<file path="config.mk">
export PLATFORM = sky130hd
export DESIGN_NAME = dirty_rect_tracker
export DESIGN_NICKNAME = d
export VERILOG_FILES = /design/src/hw/rtl/drt_pkg.sv /design/src/hw/rtl/drt_rect_mem.sv /design/src/hw/rtl/drt_clip.sv /design/src/hw/rtl/drt_area.sv /design/src/hw/rtl/dirty_rect_tracker.sv
export VERILOG_INCLUDE_DIRS = /design/src /design/src/hw/rtl
export SDC_FILE = /design/constraint.sdc
export NUM_CORES = 2
export LEC_CHECK = 0
export BUFFER_PORTS_ARGS = -buffer_cell sky130_fd_sc_hd__buf_4
export CORE_MARGIN = 3
export CORE_UTILIZATION = 65
export DETAILED_ROUTE_END_ITERATION = 8
export PLACE_DENSITY = 0.82
export REMOVE_ABC_BUFFERS = 1
export SYNTH_ARGS = -nofsm -noshare
export SYNTH_HDL_FRONTEND = slang
export SYNTH_SLANG_ARGS = --single-unit
</file>
<file path="constraint.sdc">
create_clock -name clock -period 11.8 [get_ports clock]
set_input_delay 1.18 -clock clock [delete_from_list [all_inputs] [get_ports clock]]
set_output_delay 1.18 -clock clock [all_outputs]
set_load 0.02 [all_outputs]
</file>
<file path="src/hw/rtl/assert_macros.svh">
// Assertion macros shared by the RTL files of the damage tracker.
// Include by bare file name; each macro expands to one labeled concurrent assertion.
`ifndef ASSERT_MACROS_SVH
`define ASSERT_MACROS_SVH

// Condition holds at every clock edge outside reset.
`define ASSERT_ALWAYS(lbl, clk, rst, cond) \
   lbl: assert property (@(posedge clk) disable iff (rst) (cond)) \
      else $error("assertion failed");

// Antecedent implies consequent in the same cycle.
`define ASSERT_IMPLY(lbl, clk, rst, ante, cons) \
   lbl: assert property (@(posedge clk) disable iff (rst) (ante) |-> (cons)) \
      else $error("assertion failed");

// Antecedent implies consequent in the next cycle.
`define ASSERT_NEXT(lbl, clk, rst, ante, cons) \
   lbl: assert property (@(posedge clk) disable iff (rst) (ante) |=> (cons)) \
      else $error("assertion failed");

`endif

</file>
<file path="src/hw/rtl/drt_pkg.sv">
// Types and constants of the damage rectangle tracker.
// No dependencies; imported by every module of the block.
package drt_pkg;

   localparam int COORD_BITS  = 12;
   localparam int THR_BITS    = 9;
   localparam int STATUS_BITS = 3;
   localparam int CSR_IDX_BITS = 2;

   localparam logic [1:0] OP_MARK  = 2'd0;
   localparam logic [1:0] OP_FULL  = 2'd1;
   localparam logic [1:0] OP_FLUSH = 2'd2;

   localparam logic [STATUS_BITS-1:0] ST_MERGED   = 3'd0;
   localparam logic [STATUS_BITS-1:0] ST_APPENDED = 3'd1;
   localparam logic [STATUS_BITS-1:0] ST_FULL     = 3'd2;
   localparam logic [STATUS_BITS-1:0] ST_DROPPED  = 3'd3;
   localparam logic [STATUS_BITS-1:0] ST_FLUSH    = 3'd4;

   localparam logic [CSR_IDX_BITS-1:0] CSR_SCREEN_WIDTH  = 2'd0;
   localparam logic [CSR_IDX_BITS-1:0] CSR_SCREEN_HEIGHT = 2'd1;
   localparam logic [CSR_IDX_BITS-1:0] CSR_FULL_THRESH   = 2'd2;

   localparam logic [COORD_BITS-1:0] RST_SCREEN_WIDTH  = 12'd320;
   localparam logic [COORD_BITS-1:0] RST_SCREEN_HEIGHT = 12'd240;
   localparam logic [THR_BITS-1:0]   RST_FULL_THRESH   = 9'd128;

   typedef struct packed {
      logic [COORD_BITS-1:0] left;
      logic [COORD_BITS-1:0] top;
      logic [COORD_BITS-1:0] width;
      logic [COORD_BITS-1:0] height;
   } rect_type;

   typedef struct packed {
      logic [1:0]          opcode;
      logic signed [15:0]  rect_left;
      logic signed [15:0]  rect_top;
      logic signed [15:0]  rect_width;
      logic signed [15:0]  rect_height;
   } req_payload_type;

   typedef struct packed {
      logic [STATUS_BITS-1:0] status;
      logic [COORD_BITS-1:0]  out_left;
      logic [COORD_BITS-1:0]  out_top;
      logic [COORD_BITS-1:0]  out_width;
      logic [COORD_BITS-1:0]  out_height;
      logic                   entry_valid;
      logic                   full_refresh;
      logic                   last;
   } rsp_payload_type;

endpackage

</file>
<file path="src/hw/rtl/drt_rect_mem.sv">
// Rectangle table storage: one write port, one registered read port.
// Depends on drt_pkg for rect_type.
module drt_rect_mem import drt_pkg::*; #(
   parameter int DEPTH  = 8,
   parameter int ADDR_W = (DEPTH > 1) ? $clog2(DEPTH) : 1
) (
   input  logic              clock,
   input  logic              wr_en,
   input  logic [ADDR_W-1:0] wr_addr,
   input  rect_type          wr_data,
   input  logic              rd_en,
   input  logic [ADDR_W-1:0] rd_addr,
   output rect_type          rd_data
);

   rect_type mem [DEPTH];
   rect_type rd_data_ff;

   always_ff @(posedge clock) begin
      if (wr_en) begin
         mem[wr_addr] <= wr_data;
      end
   end

   always_ff @(posedge clock) begin
      if (rd_en) begin
         rd_data_ff <= mem[rd_addr];
      end
   end

   assign rd_data = rd_data_ff;

endmodule

</file>
<file path="src/hw/rtl/drt_clip.sv">
// Clips a signed request rectangle to the screen and flags empty results.
// Depends on drt_pkg for the request payload and rect_type.
module drt_clip import drt_pkg::*; (
   input  req_payload_type        req,
   input  logic [COORD_BITS-1:0]  scr_width,
   input  logic [COORD_BITS-1:0]  scr_height,
   output rect_type               rect,
   output logic                   empty
);

   typedef struct packed {
      logic signed [19:0] pos;
      logic signed [19:0] len;
   } span_type;

   function automatic span_type clip_span(logic signed [15:0] pos_i,
                                          logic signed [15:0] len_i,
                                          logic [COORD_BITS-1:0] lim_i);
      logic signed [19:0] p0;
      logic signed [19:0] l0;
      logic signed [19:0] lim;
      span_type s;
      p0  = {{4{pos_i[15]}}, pos_i};
      l0  = {{4{len_i[15]}}, len_i};
      lim = {{(20-COORD_BITS){1'b0}}, lim_i};
      if (p0 < 20'sd0) begin
         s.len = l0 + p0;
         s.pos = 20'sd0;
      end else begin
         s.len = l0;
         s.pos = p0;
      end
      if (s.pos + s.len > lim) begin
         s.len = lim - s.pos;
      end
      return s;
   endfunction

   span_type sx;
   span_type sy;

   always_comb begin
      sx = clip_span(req.rect_left, req.rect_width, scr_width);
      sy = clip_span(req.rect_top, req.rect_height, scr_height);
      rect.left   = sx.pos[COORD_BITS-1:0];
      rect.width  = sx.len[COORD_BITS-1:0];
      rect.top    = sy.pos[COORD_BITS-1:0];
      rect.height = sy.len[COORD_BITS-1:0];
      empty = (sx.len <= 20'sd0) || (sy.len <= 20'sd0);
   end

endmodule

</file>
<file path="src/hw/rtl/drt_area.sv">
// Dirty area accumulator and full-refresh threshold compare.
// Depends on drt_pkg for coordinate and threshold widths.
module drt_area import drt_pkg::*; #(
   parameter int MAX_RECTS = 8
) (
   input  logic                  clock,
   input  logic                  reset,
   input  logic                  clr,
   input  logic                  smp,
   input  logic [COORD_BITS-1:0] width,
   input  logic [COORD_BITS-1:0] height,
   input  logic [COORD_BITS-1:0] scr_width,
   input  logic [COORD_BITS-1:0] scr_height,
   input  logic [THR_BITS-1:0]   threshold,
   output logic                  over
);

   localparam int CW    = $clog2(MAX_RECTS + 1);
   localparam int PW    = 2 * COORD_BITS;
   localparam int AW    = PW + CW;
   localparam int LW    = PW + THR_BITS;
   localparam int CMPW  = (AW + 8 > LW) ? AW + 8 : LW;

   logic [PW-1:0] prod_ff, prod_in;
   logic          prod_vld_ff;
   logic [AW-1:0] acc_ff, acc_in;
   logic [PW-1:0] scr_ff, scr_in;
   logic [LW-1:0] lim_ff, lim_in;

   always_comb begin
      prod_in = smp ? PW'(width) * PW'(height) : prod_ff;
      scr_in  = PW'(scr_width) * PW'(scr_height);
      lim_in  = LW'(scr_ff) * LW'(threshold);
      if (clr) begin
         acc_in = '0;
      end else if (prod_vld_ff) begin
         acc_in = acc_ff + AW'(prod_ff);
      end else begin
         acc_in = acc_ff;
      end
      over = CMPW'({acc_ff, 8'b0}) > CMPW'(lim_ff);
   end

   always_ff @(posedge clock) begin
      if (reset) begin
         prod_vld_ff <= 1'b0;
      end else begin
         prod_vld_ff <= smp;
      end
   end

   always_ff @(posedge clock) begin
      prod_ff <= prod_in;
      acc_ff  <= acc_in;
      scr_ff  <= scr_in;
      lim_ff  <= lim_in;
   end

endmodule

</file>
<file path="src/hw/rtl/dirty_rect_tracker.sv">
// Screen damage rectangle tracker, top level: sequencer, config registers, result register.
// Depends on drt_pkg, drt_rect_mem, drt_clip, drt_area and assert_macros.svh.
//
// The block keeps up to MAX_RECTS damage rectangles in a table with one registered read
// port and one write port, never both used in one cycle, and takes one request at a time.
// A dropped mark, a full-screen mark and an empty flush go straight to the result. A mark that
// lands in the table reads and checks each stored rectangle in turn, then merges in place or
// appends or collapses the table to the screen. A flush first compacts the table (checking
// pairs, taking each entry as the first of a pair, moving entries down on each removal),
// then reads and multiplies each entry's area, compares the sum against the full-refresh limit,
// and emits each entry in turn: read, then send. A finished result waits in the output register
// while the next step runs. The table needs no clearing after reset.
`include "assert_macros.svh"

module dirty_rect_tracker import drt_pkg::*; #(
   parameter int MAX_RECTS = 8
) (
   input  logic                    clock,
   input  logic                    reset,
   input  logic                    req_valid,
   output logic                    req_ready,
   input  req_payload_type         req_payload,
   output logic                    rsp_valid,
   input  logic                    rsp_ready,
   output rsp_payload_type         rsp_payload,
   input  logic                    csr_wr_en,
   input  logic [CSR_IDX_BITS-1:0] csr_index,
   input  logic [COORD_BITS-1:0]   csr_wdata
);

   localparam int IW = (MAX_RECTS > 1) ? $clog2(MAX_RECTS) : 1;
   localparam int CW = $clog2(MAX_RECTS + 1);
   localparam int CX = CW + 1;

   localparam logic [4:0] S_IDLE    = 5'd0;
   localparam logic [4:0] S_M_RD    = 5'd1;
   localparam logic [4:0] S_M_CHK   = 5'd2;
   localparam logic [4:0] S_M_END   = 5'd3;
   localparam logic [4:0] S_C_START = 5'd4;
   localparam logic [4:0] S_C_LDI   = 5'd5;
   localparam logic [4:0] S_C_RDJ   = 5'd6;
   localparam logic [4:0] S_C_CHK   = 5'd7;
   localparam logic [4:0] S_SH_RD   = 5'd8;
   localparam logic [4:0] S_SH_WR   = 5'd9;
   localparam logic [4:0] S_A_RD    = 5'd10;
   localparam logic [4:0] S_A_MUL   = 5'd11;
   localparam logic [4:0] S_A_NXT   = 5'd12;
   localparam logic [4:0] S_A_CMP   = 5'd13;
   localparam logic [4:0] S_F_RD    = 5'd14;
   localparam logic [4:0] S_F_OUT   = 5'd15;
   localparam logic [4:0] S_SEND    = 5'd16;

   function automatic logic touches(rect_type a, rect_type b);
      logic [COORD_BITS:0] ar;
      logic [COORD_BITS:0] br;
      logic [COORD_BITS:0] ab;
      logic [COORD_BITS:0] bb;
      ar = {1'b0, a.left} + {1'b0, a.width};
      br = {1'b0, b.left} + {1'b0, b.width};
      ab = {1'b0, a.top} + {1'b0, a.height};
      bb = {1'b0, b.top} + {1'b0, b.height};
      return !(ar < {1'b0, b.left} || br < {1'b0, a.left} ||
               ab < {1'b0, b.top} || bb < {1'b0, a.top});
   endfunction

   function automatic rect_type grow(rect_type a, rect_type b);
      logic [COORD_BITS:0]   ar;
      logic [COORD_BITS:0]   br;
      logic [COORD_BITS:0]   ab;
      logic [COORD_BITS:0]   bb;
      logic [COORD_BITS:0]   rgt;
      logic [COORD_BITS:0]   btm;
      rect_type g;
      ar  = {1'b0, a.left} + {1'b0, a.width};
      br  = {1'b0, b.left} + {1'b0, b.width};
      ab  = {1'b0, a.top} + {1'b0, a.height};
      bb  = {1'b0, b.top} + {1'b0, b.height};
      rgt = (ar > br) ? ar : br;
      btm = (ab > bb) ? ab : bb;
      g.left   = (b.left < a.left) ? b.left : a.left;
      g.top    = (b.top < a.top) ? b.top : a.top;
      g.width  = COORD_BITS'(rgt - {1'b0, g.left});
      g.height = COORD_BITS'(btm - {1'b0, g.top});
      return g;
   endfunction

   function automatic rsp_payload_type make_rsp(logic [STATUS_BITS-1:0] st, rect_type r,
                                                logic vld, logic full, logic lst);
      rsp_payload_type p;
      p.status       = st;
      p.out_left     = r.left;
      p.out_top      = r.top;
      p.out_width    = r.width;
      p.out_height   = r.height;
      p.entry_valid  = vld;
      p.full_refresh = full;
      p.last         = lst;
      return p;
   endfunction

   logic [4:0]            state_ff, state_in;
   logic [CW-1:0]         count_ff, count_in;
   logic [IW-1:0]         i_ff, i_in;
   logic [IW-1:0]         j_ff, j_in;
   logic [IW-1:0]         k_ff, k_in;
   rect_type              r_ff, r_in;
   rect_type              a_ff, a_in;
   rsp_payload_type       res_ff, res_in;
   logic                  full_ff, full_in;
   logic                  exact_ff, exact_in;
   logic [COORD_BITS-1:0] sw_ff, sw_in;
   logic [COORD_BITS-1:0] sh_ff, sh_in;
   logic [THR_BITS-1:0]   thr_ff, thr_in;
   logic                  rsp_valid_ff, rsp_valid_in;
   rsp_payload_type       rsp_payload_ff, rsp_payload_in;

   logic                  mem_we;
   logic [IW-1:0]         mem_waddr;
   rect_type              mem_wdata;
   logic                  mem_re;
   logic [IW-1:0]         mem_raddr;
   rect_type              mem_rdata;

   rect_type              clip_rect;
   logic                  clip_empty;
   rect_type              full_rect;
   rect_type              grown;
   logic                  area_clr;
   logic                  area_smp;
   logic                  area_over;
   logic                  out_free;
   logic                  i_more;
   logic                  j_more;
   logic                  k_more;
   logic                  flush_sent;

   drt_rect_mem #(
      .DEPTH  (MAX_RECTS),
      .ADDR_W (IW)
   ) u_mem (
      .clock   (clock),
      .wr_en   (mem_we),
      .wr_addr (mem_waddr),
      .wr_data (mem_wdata),
      .rd_en   (mem_re),
      .rd_addr (mem_raddr),
      .rd_data (mem_rdata)
   );

   drt_clip u_clip (
      .req        (req_payload),
      .scr_width  (sw_ff),
      .scr_height (sh_ff),
      .rect       (clip_rect),
      .empty      (clip_empty)
   );

   drt_area #(
      .MAX_RECTS (MAX_RECTS)
   ) u_area (
      .clock      (clock),
      .reset      (reset),
      .clr        (area_clr),
      .smp        (area_smp),
      .width      (mem_rdata.width),
      .height     (mem_rdata.height),
      .scr_width  (sw_ff),
      .scr_height (sh_ff),
      .threshold  (thr_ff),
      .over       (area_over)
   );

   always_comb begin
      full_rect.left   = '0;
      full_rect.top    = '0;
      full_rect.width  = sw_ff;
      full_rect.height = sh_ff;
      out_free = !rsp_valid_ff || rsp_ready;
      i_more   = (CX'(i_ff) + CX'(1)) < CX'(count_ff);
      j_more   = (CX'(j_ff) + CX'(1)) < CX'(count_ff);
      k_more   = (CX'(k_ff) + CX'(2)) < CX'(count_ff);
      flush_sent = (state_ff == S_SEND) && out_free && res_ff.last &&
                   (res_ff.status == ST_FLUSH);
   end

   always_comb begin
      state_in  = state_ff;
      count_in  = count_ff;
      i_in      = i_ff;
      j_in      = j_ff;
      k_in      = k_ff;
      r_in      = r_ff;
      a_in      = a_ff;
      res_in    = res_ff;
      full_in   = full_ff;
      exact_in  = exact_ff;
      mem_we    = 1'b0;
      mem_waddr = i_ff;
      mem_wdata = a_ff;
      mem_re    = 1'b0;
      mem_raddr = i_ff;
      area_clr  = 1'b0;
      area_smp  = 1'b0;
      grown     = '0;
      req_ready = (state_ff == S_IDLE);

      case (state_ff)
         S_IDLE: begin
            if (req_valid) begin
               case (req_payload.opcode)
                  OP_MARK: begin
                     r_in = clip_rect;
                     i_in = '0;
                     if (clip_empty) begin
                        res_in   = make_rsp(ST_DROPPED, '0, 1'b0, 1'b0, 1'b1);
                        state_in = S_SEND;
                     end else if (count_ff == '0) begin
                        state_in = S_M_END;
                     end else begin
                        state_in = S_M_RD;
                     end
                  end
                  OP_FULL: begin
                     mem_we    = 1'b1;
                     mem_waddr = '0;
                     mem_wdata = full_rect;
                     count_in  = CW'(1);
                     res_in    = make_rsp(ST_FULL, full_rect, 1'b1, 1'b0, 1'b1);
                     state_in  = S_SEND;
                  end
                  OP_FLUSH: begin
                     if (count_ff == '0) begin
                        res_in   = make_rsp(ST_FLUSH, '0, 1'b0, 1'b0, 1'b1);
                        state_in = S_SEND;
                     end else begin
                        area_clr = 1'b1;
                        exact_in = 1'b0;
                        i_in     = '0;
                        state_in = S_C_START;
                     end
                  end
                  default: begin
                     state_in = S_IDLE;
                  end
               endcase
            end
         end
         S_M_RD: begin
            mem_re    = 1'b1;
            mem_raddr = i_ff;
            state_in  = S_M_CHK;
         end
         S_M_CHK: begin
            if (touches(mem_rdata, r_ff)) begin
               grown     = grow(mem_rdata, r_ff);
               mem_we    = 1'b1;
               mem_waddr = i_ff;
               mem_wdata = grown;
               res_in    = make_rsp(ST_MERGED, grown, 1'b1, 1'b0, 1'b1);
               state_in  = S_SEND;
            end else if (i_more) begin
               i_in     = i_ff + IW'(1);
               state_in = S_M_RD;
            end else begin
               state_in = S_M_END;
            end
         end
         S_M_END: begin
            mem_we = 1'b1;
            if (count_ff < CW'(MAX_RECTS)) begin
               mem_waddr = count_ff[IW-1:0];
               mem_wdata = r_ff;
               count_in  = count_ff + CW'(1);
               res_in    = make_rsp(ST_APPENDED, r_ff, 1'b1, 1'b0, 1'b1);
            end else begin
               mem_waddr = '0;
               mem_wdata = full_rect;
               count_in  = CW'(1);
               res_in    = make_rsp(ST_FULL, full_rect, 1'b1, 1'b0, 1'b1);
            end
            state_in = S_SEND;
         end
         S_C_START: begin
            if (i_more) begin
               mem_re    = 1'b1;
               mem_raddr = i_ff;
               state_in  = S_C_LDI;
            end else begin
               i_in     = '0;
               state_in = S_A_RD;
            end
         end
         S_C_LDI: begin
            a_in     = mem_rdata;
            j_in     = i_ff + IW'(1);
            state_in = S_C_RDJ;
         end
         S_C_RDJ: begin
            mem_re    = 1'b1;
            mem_raddr = j_ff;
            state_in  = S_C_CHK;
         end
         S_C_CHK: begin
            if (touches(a_ff, mem_rdata)) begin
               mem_we    = 1'b1;
               mem_waddr = i_ff;
               mem_wdata = grow(a_ff, mem_rdata);
               k_in      = j_ff;
               if (j_more) begin
                  state_in = S_SH_RD;
               end else begin
                  count_in = count_ff - CW'(1);
                  i_in     = '0;
                  state_in = S_C_START;
               end
            end else if (j_more) begin
               j_in     = j_ff + IW'(1);
               state_in = S_C_RDJ;
            end else begin
               i_in     = i_ff + IW'(1);
               state_in = S_C_START;
            end
         end
         S_SH_RD: begin
            mem_re    = 1'b1;
            mem_raddr = k_ff + IW'(1);
            state_in  = S_SH_WR;
         end
         S_SH_WR: begin
            mem_we    = 1'b1;
            mem_waddr = k_ff;
            mem_wdata = mem_rdata;
            if (k_more) begin
               k_in     = k_ff + IW'(1);
               state_in = S_SH_RD;
            end else begin
               count_in = count_ff - CW'(1);
               i_in     = '0;
               state_in = S_C_START;
            end
         end
         S_A_RD: begin
            mem_re    = 1'b1;
            mem_raddr = i_ff;
            state_in  = S_A_MUL;
         end
         S_A_MUL: begin
            area_smp = 1'b1;
            if (count_ff == CW'(1) && mem_rdata.width == sw_ff &&
                mem_rdata.height == sh_ff) begin
               exact_in = 1'b1;
            end
            state_in = S_A_NXT;
         end
         S_A_NXT: begin
            if (i_more) begin
               i_in     = i_ff + IW'(1);
               state_in = S_A_RD;
            end else begin
               state_in = S_A_CMP;
            end
         end
         S_A_CMP: begin
            full_in  = exact_ff || area_over;
            i_in     = '0;
            state_in = S_F_RD;
         end
         S_F_RD: begin
            mem_re    = 1'b1;
            mem_raddr = i_ff;
            state_in  = S_F_OUT;
         end
         S_F_OUT: begin
            res_in = make_rsp(ST_FLUSH, mem_rdata, 1'b1, full_ff, !i_more);
            if (!i_more) begin
               count_in = '0;
            end
            state_in = S_SEND;
         end
         S_SEND: begin
            if (out_free) begin
               if (res_ff.last) begin
                  state_in = S_IDLE;
               end else begin
                  i_in     = i_ff + IW'(1);
                  state_in = S_F_RD;
               end
            end
         end
         default: begin
            state_in = S_IDLE;
         end
      endcase
   end

   always_comb begin
      rsp_payload_in = rsp_payload_ff;
      rsp_valid_in   = rsp_valid_ff;
      if (state_ff == S_SEND && out_free) begin
         rsp_payload_in = res_ff;
         rsp_valid_in   = 1'b1;
      end else if (rsp_ready) begin
         rsp_valid_in = 1'b0;
      end
   end

   always_comb begin
      sw_in  = sw_ff;
      sh_in  = sh_ff;
      thr_in = thr_ff;
      if (csr_wr_en) begin
         case (csr_index)
            CSR_SCREEN_WIDTH:  sw_in  = csr_wdata;
            CSR_SCREEN_HEIGHT: sh_in  = csr_wdata;
            CSR_FULL_THRESH:   thr_in = csr_wdata[THR_BITS-1:0];
            default: begin
               sw_in = sw_ff;
            end
         endcase
      end
   end

   always_ff @(posedge clock) begin
      if (reset) begin
         state_ff     <= S_IDLE;
         count_ff     <= '0;
         rsp_valid_ff <= 1'b0;
         sw_ff        <= RST_SCREEN_WIDTH;
         sh_ff        <= RST_SCREEN_HEIGHT;
         thr_ff       <= RST_FULL_THRESH;
         full_ff      <= 1'b0;
         exact_ff     <= 1'b0;
      end else begin
         state_ff     <= state_in;
         count_ff     <= count_in;
         rsp_valid_ff <= rsp_valid_in;
         sw_ff        <= sw_in;
         sh_ff        <= sh_in;
         thr_ff       <= thr_in;
         full_ff      <= full_in;
         exact_ff     <= exact_in;
      end
   end

   always_ff @(posedge clock) begin
      i_ff           <= i_in;
      j_ff           <= j_in;
      k_ff           <= k_in;
      r_ff           <= r_in;
      a_ff           <= a_in;
      res_ff         <= res_in;
      rsp_payload_ff <= rsp_payload_in;
   end

   assign rsp_valid   = rsp_valid_ff;
   assign rsp_payload = rsp_payload_ff;

   `ASSERT_ALWAYS(a_count_range, clock, reset, count_ff <= CW'(MAX_RECTS))
   `ASSERT_ALWAYS(a_one_table_access, clock, reset, !(mem_we && mem_re))
   `ASSERT_NEXT(a_flush_empties, clock, reset, flush_sent, count_ff == '0)
   `ASSERT_IMPLY(a_rsp_from_send, clock, reset, $rose(rsp_valid_ff), $past(state_ff) == S_SEND)

endmodule

</file>
; ---- Word level (Yosys, flattened, before mapping)
; Memories as Yosys holds them, arrays and structs flattened. A register that Yosys moved wholly into a read port is not among the register bits.
; Index checks and enable logic that the tools add are counted.
[classes]
magnitude_cmp = 27
bitwise_logic = 0
shifts = 0
mux = 94
multipliers = 3
n_addsub = 25
eq_ne = 45
n_reduce_logical = 39
n_div = 0
[op_table]
columns = cell, n
row1 = 48-bit two-way mux, 5
row2 = 48-bit one-hot mux with 5 select lines, 1
row3 = 54-bit two-way mux, 4
row4 = 54-bit one-hot mux with 4 select lines, 1
row5 = 54-bit one-hot mux with 3 select lines, 1
row6 = 13-bit by 12-bit less-than comparator with 1-bit output, 8
row7 = 12-bit two-way mux, 8
row8 = 40-bit two-way mux, 2
row9 = 5-bit one-hot mux with 16 select lines, 1
row10 = 12-bit by 12-bit adder with 13-bit output, 6
row11 = 3-bit two-way mux, 19
row12 = 53-bit two-way mux, 1
row13 = 13-bit greater-than comparator, 4
row14 = 12-bit less-than comparator, 4
row15 = 12-bit by 12-bit multiplier with 24-bit output, 2
row16 = 12-bit subtractor, 4
row17 = 4-bit two-way mux, 11
row18 = 20-bit adder, 2
row19 = "5-bit by 4-bit equality test with 1-bit output, second input constant", 8
row20 = 20-bit by 13-bit greater-than comparator with 1-bit output, 2
row21 = "20-bit by 1-bit less-or-equal comparator with 1-bit output, second input constant", 2
row22 = 20-bit two-way mux, 2
row23 = 13-bit by 20-bit subtractor with 20-bit output, 2
row24 = 36-bit by 33-bit greater-than comparator with 1-bit output, 1
row25 = other kinds (52), 132
[word_totals]
mem_bits_rw = 384
regBits = 368
n_memories = 1
latchBits = 0
romBits = 0
out_inout_bits = 56
[memory_table]
columns = name, depth, word_bits, rd, rd_ports_with_merged_regs, write_ports, line
row1 = u_mem.mem, 8, 48, 1, 1, 1, drt_rect_mem.sv:16  ; rect_type mem [DEPTH];

; ---- Longest topological paths before layout
[depth]
depth_word = 11
depth_mapped = 35

; ---- Cells and area by module
; Synthesis repeated with hierarchy kept, for this count alone.
[hier_totals]
cells_unflattened = 6270
area_unflattened_um2 = 65796.9
[modules_own_cells]
columns = mod, cells_each, seq_area_each_um2, area_per_inst_um2, n_inst
row1 = dirty_rect_tracker, 2437, 7297.0, 22892.0, 1
row2 = drt_area, 2366, 2442.3, 20825.0, 1
row3 = drt_rect_mem, 616, 12972.4, 16100.4, 1
row4 = drt_clip, 851, 0.0, 5979.5, 1

; ---- Least setup slack after synthesis
; No wires, ideal clock.
[synth_path]
path_type = flip-flop to flip-flop
startpoint = register r_ff[36] in the netlist's numbering
endpoint = memory u_mem.mem[2][0] in the netlist's numbering (enable)
arrival_ns = 9.127
t_required_ns = 11.211
slack_ns = 2.085
stages_incl_launch_ff = 22
synth_period_minus_slack_ns = 9.715
setup_time_ns = 0.589
path_cell_list = edfxtp_1 > ha_1 > fa_1 > a21o_1 > a21oi_1 > nor2b_1 > o31a_1 > o21a_1 > a21oi_1 > xnor2_1 > ha_1 > nand4_1 > a211o_1 > a31o_2 > nand4_1 > o41a_1 > nand3_1 > a21oi_4 > nand3_1 > buf_2 > buf_6 > nor4b_1
[synth_between]
elab_chain_cells = 9
word_cells_on_any_way = 10
cone_classes = 1 x add/sub / 2 x order compare / 4 x mux / 3 x reduce/logical
[synth_rtl]
columns = item, line
row1 = from (decl), dirty_rect_tracker.sv:106  ; rect_type r_ff, r_in;
row2 = from (signal assigned), dirty_rect_tracker.sv:449  ; r_ff <= r_in;
row3 = 12-bit by 12-bit adder with 13-bit output, dirty_rect_tracker.sv:59  ; br = {1'b0, b.left} + {1'b0, b.width};
row4 = 13-bit by 12-bit less-than comparator with 1-bit output, dirty_rect_tracker.sv:62  ; return !(ar < {1'b0, b.left} || br < {1'b0, a.left} ||
row5 = 1-bit logical OR * (2 in series), dirty_rect_tracker.sv:62
row6 = 1-bit logical OR *, dirty_rect_tracker.sv:63  ; ab < {1'b0, b.top} || bb < {1'b0, a.top});
row7 = 1-bit two-way mux *, dirty_rect_tracker.sv:254  ; if (touches(mem_rdata, r_ff)) begin
row8 = 1-bit one-hot mux with 4 select lines *, dirty_rect_tracker.sv:207  ; case (state_ff)
row9 = 1-bit two-way mux *, drt_rect_mem.sv:20  ; if (wr_en) begin
row10 = 1-bit two-way mux (implied by the code) *, drt_rect_mem.sv:21  ; mem[wr_addr] <= wr_data;
row11 = to (decl), drt_rect_mem.sv:16
; Every way passes the cells marked *; elsewhere a longest branch is shown, timed or not.

==> flow_summary.json <==
{
  "overflow": 0,
  "grt_max_degree": 193,
  "placed_area_um2": 66300,
  "coreArea_um2": 97000,
  "synthArstFlopShare": 0,
  "drc": 5,
  "antenna_found_initial": 6,
  "first_global_vias": 51600,
  "arrival_ns": 8.45,
  "ios": 141,
  "crit_buf_inv": 0,
  "synth.avg_cell_area_um2": 9.60,
  "crit_type": "register to register",
  "crit_path_frequent_cell": "a21o_1",
  "reg2regPathDepth": 26,
  "start_util": 0.658,
  "drt_iter0_markers": 5938,
  "slowest_delay_ns": 0.77,
  "cts_buffers": 85,
  "post-route-util": 0.712,
  "regToRegStartpoint": "u_mem.rd_data[0]$_DFFE_PP_",
  "period_needed_ns": 8.14,
  "portBuffers": 140,
  "clkSlewWorstSetupHoldPaths_ns": 0.06,
  "fmaxAchievable_ghz": 0.123,
  "n_fill_cell": 7078,
  "syn_inst": 6651,
  "critical-path-top-delay-family": "compound AO/OA/AOI/OAI gates",
  "viasPerCell": 6.39,
  "holdBufCountCts": 0,
  "ir_drop_v": 0.000141,
  "rsz0062_at_grt": "false",
  "vias": 51400,
  "clock-sinks": 800,
  "grt_pass1_wl_mm": 289,
  "slew_headroom": 0.189,
  "crit_path_end": "u_mem.mem[4][11]$_DFFE_PP_",
  "clock_skew_ns": 0.0660,
  "wl_mm": 188,
  "die_area_um2": 102000,
  "timing.rr.end": "u_mem.mem[4][11]$_DFFE_PP_",
  "wl_per_cell_um": 23.3,
  "power-per-cell-area_nw_per_um2": 136,
  "violations": "DRC",
  "cts_repair_resize_count": 0,
  "drive_gt1_frac": 0.0694,
  "cts_max_path_buffers": 3,
  "root_buffer": "clkbuf_16",
  "post-cts-setup-buffer-count": 0,
  "yosysWarnings": 0,
  "hp-class": "register to register",
  "cts_tree": "done",
  "die_x_um": 319,
  "final_cell_mix": "1110 x nand2_1, 669 x edfxtp_1, 664 x inv_1",
  "htree_levels": 3,
  "slew_viol_final": 0,
  "synth_ff_type": "edfxtp_1",
  "setup_viol": 0,
  "synth_cell_types": 98,
  "ys_seq_area_frac": 0.356,
  "synth_edf_count": 669,
  "cp-end-kind": "register",
  "final_area_um2": 69100,
  "p_leak_nw": 30.6,
  "die_h_um": 319,
  "cp_data_required_time_ns": 12.11,
  "firstDrtPassIters": 9,
  "r2r_slack_ns": 3.66,
  "grt_use_total": 0.366,
  "area_growth_pct": 8.16,
  "num-nets-final": 7813,
  "dpl.hpwl_mm": 134,
  "worstSetupStartpointType": "register",
  "setup_tns_ns": 0,
  "worstSetupStartpoint": "u_mem.rd_data[0]$_DFFE_PP_",
  "ant_nets": 0,
  "worst_slack_ns": 3.66,
  "clock_latency_ns": 0.71,
  "max-cap-violations": 0,
  "row_count": 114,
  "timing.hold.ws_ns": 0.420,
  "worst-path-max-fanout": 23,
  "timing_hold_violations_final": 0,
  "post-route-period-util": 0.690,
  "final_common_cell": "nand2_1",
  "post-place-ws_ns": 3.30,
  "synth-seq-cells": 800,
  "crit_path_top_delay_cell": "edfxtp_1",
  "syn_area_um2": 63800,
  "status": "finished with violations",
  "worst_pin_slew_ns": 1.21,
  "crit_cells": 26,
  "gp_congestion": 1.01
}
## kinds of logic after synthesis
family,Yosys count,synth area share
AO/OA/AOI/OAI,1249,0.130
XOR/XNOR,270,0.0370
adder cells (fa/ha/maj),1035,0.247
buffers and inverters,945,0.0558
flip-flops,800,0.356
multiplexers,96,0.0156
AND/OR/NAND/NOR,2256,0.159
## layout make-up
class / instances / area (µm²) / area share
clock buffers: 100 / 2210 / 0.0321
multi-input cells: 4906 / 37700 / 0.546
well taps: 1276 / 1600 / 0.0231
flip-flops and latches: 800 / 22700 / 0.329
inverters: 668 / 2510 / 0.0363
clock inverters: 54 / 536 / 0.00775
diodes: 6 / 15.0 / 0.000217
repair buffers: 232 / 1750 / 0.0254
## registers in the layout (all words and copies together), names as in the netlist
register and cells:
u_area.acc_ff 28, state_ff 5, rsp_valid 1, res_ff 54, sh_ff 12, j_ff 3, exact_ff 1, full_ff 1
u_area.scr_ff 24, u_mem.mem 384, i_ff 3, sw_ff 12, u_area.lim_ff 33, k_ff 3, count_ff 4, u_area.prod_ff 24
thr_ff 9, u_mem.rd_data 48, a_ff 48, rsp_payload 54, u_area.prod_vld_ff 1, r_ff 48
## synth_stat cells, drive strengths merged, types with 49 or more instances
| cell type | n | area share |
|---|---|---|
| nand2 | 1111 | 0.065 |
| edfxtp | 669 | 0.31 |
| inv | 667 | 0.039 |
| ha | 663 | 0.13 |
| fa | 372 | 0.12 |
| a21oi | 350 | 0.028 |
| nor2 | 329 | 0.019 |
| nand3 | 307 | 0.024 |
| o21ai | 294 | 0.023 |
| clkbuf | 233 | 0.014 |
| xnor2 | 186 | 0.026 |
| and2 | 141 | 0.014 |
| dfxtp | 131 | 0.041 |
| a21o | 122 | 0.014 |
| xor2 | 84 | 0.012 |
| nor3 | 72 | 0.0057 |
| mux2i | 70 | 0.011 |
| nand2b | 68 | 0.0067 |
| nor2b | 67 | 0.0067 |
| o21a | 49 | 0.0058 |
## where the power goes
| group | switching, mW | internal, mW | leakage, nW |
|---|---|---|---|
| registers | 0.195 | 3.35 | 7.18 |
| logic | 1.91 | 1.26 | 22.0 |
| clock network | 1.20 | 1.46 | 1.34 |
## routing by layer
| layer | wire length, µm | global-route usage | up-vias |
|---|---|---|---|
| met3 | 19600 | 0.0782 | 696 |
| met1 | 68900 | 0.454 | 24700 |
| met2 | 86600 | 0.593 | 2807 |
| met5 | 31 | 0 | - |
| li1 | - | - | 23200 |
| met4 | 12600 | 0.218 | 4 |
## through the flow
stage,power [mW],std cells
2_1_floorplan,5.82,6374
3_3_place_gp,6.59,7882
3_5_place_dp,6.70,7882
4_1_cts,9.36,8036
5_1_grt,9.87,8036
6_report,9.37,8042
## worst min path at each step
stage / start / to / slack, ns / cells past startpoint
after floorplan: res_ff[10]$_DFFE_PP_ / rsp_payload[10]$_DFFE_PP_ / 0.40 / 0
after detailed placement: res_ff[15]$_DFFE_PP_ / rsp_payload[15]$_DFFE_PP_ / 0.40 / 0
after global routing: res_ff[45]$_DFFE_PP_ / rsp_payload[45]$_DFFE_PP_ / 0.43 / 0
after global placement: res_ff[16]$_DFFE_PP_ / rsp_payload[16]$_DFFE_PP_ / 0.41 / 0
final: res_ff[16]$_DFFE_PP_ / rsp_payload[16]$_DFFE_PP_ / 0.42 / 0
after CTS: res_ff[16]$_DFFE_PP_ / rsp_payload[16]$_DFFE_PP_ / 0.42 / 0
Power figures use the tool's default switching activity.
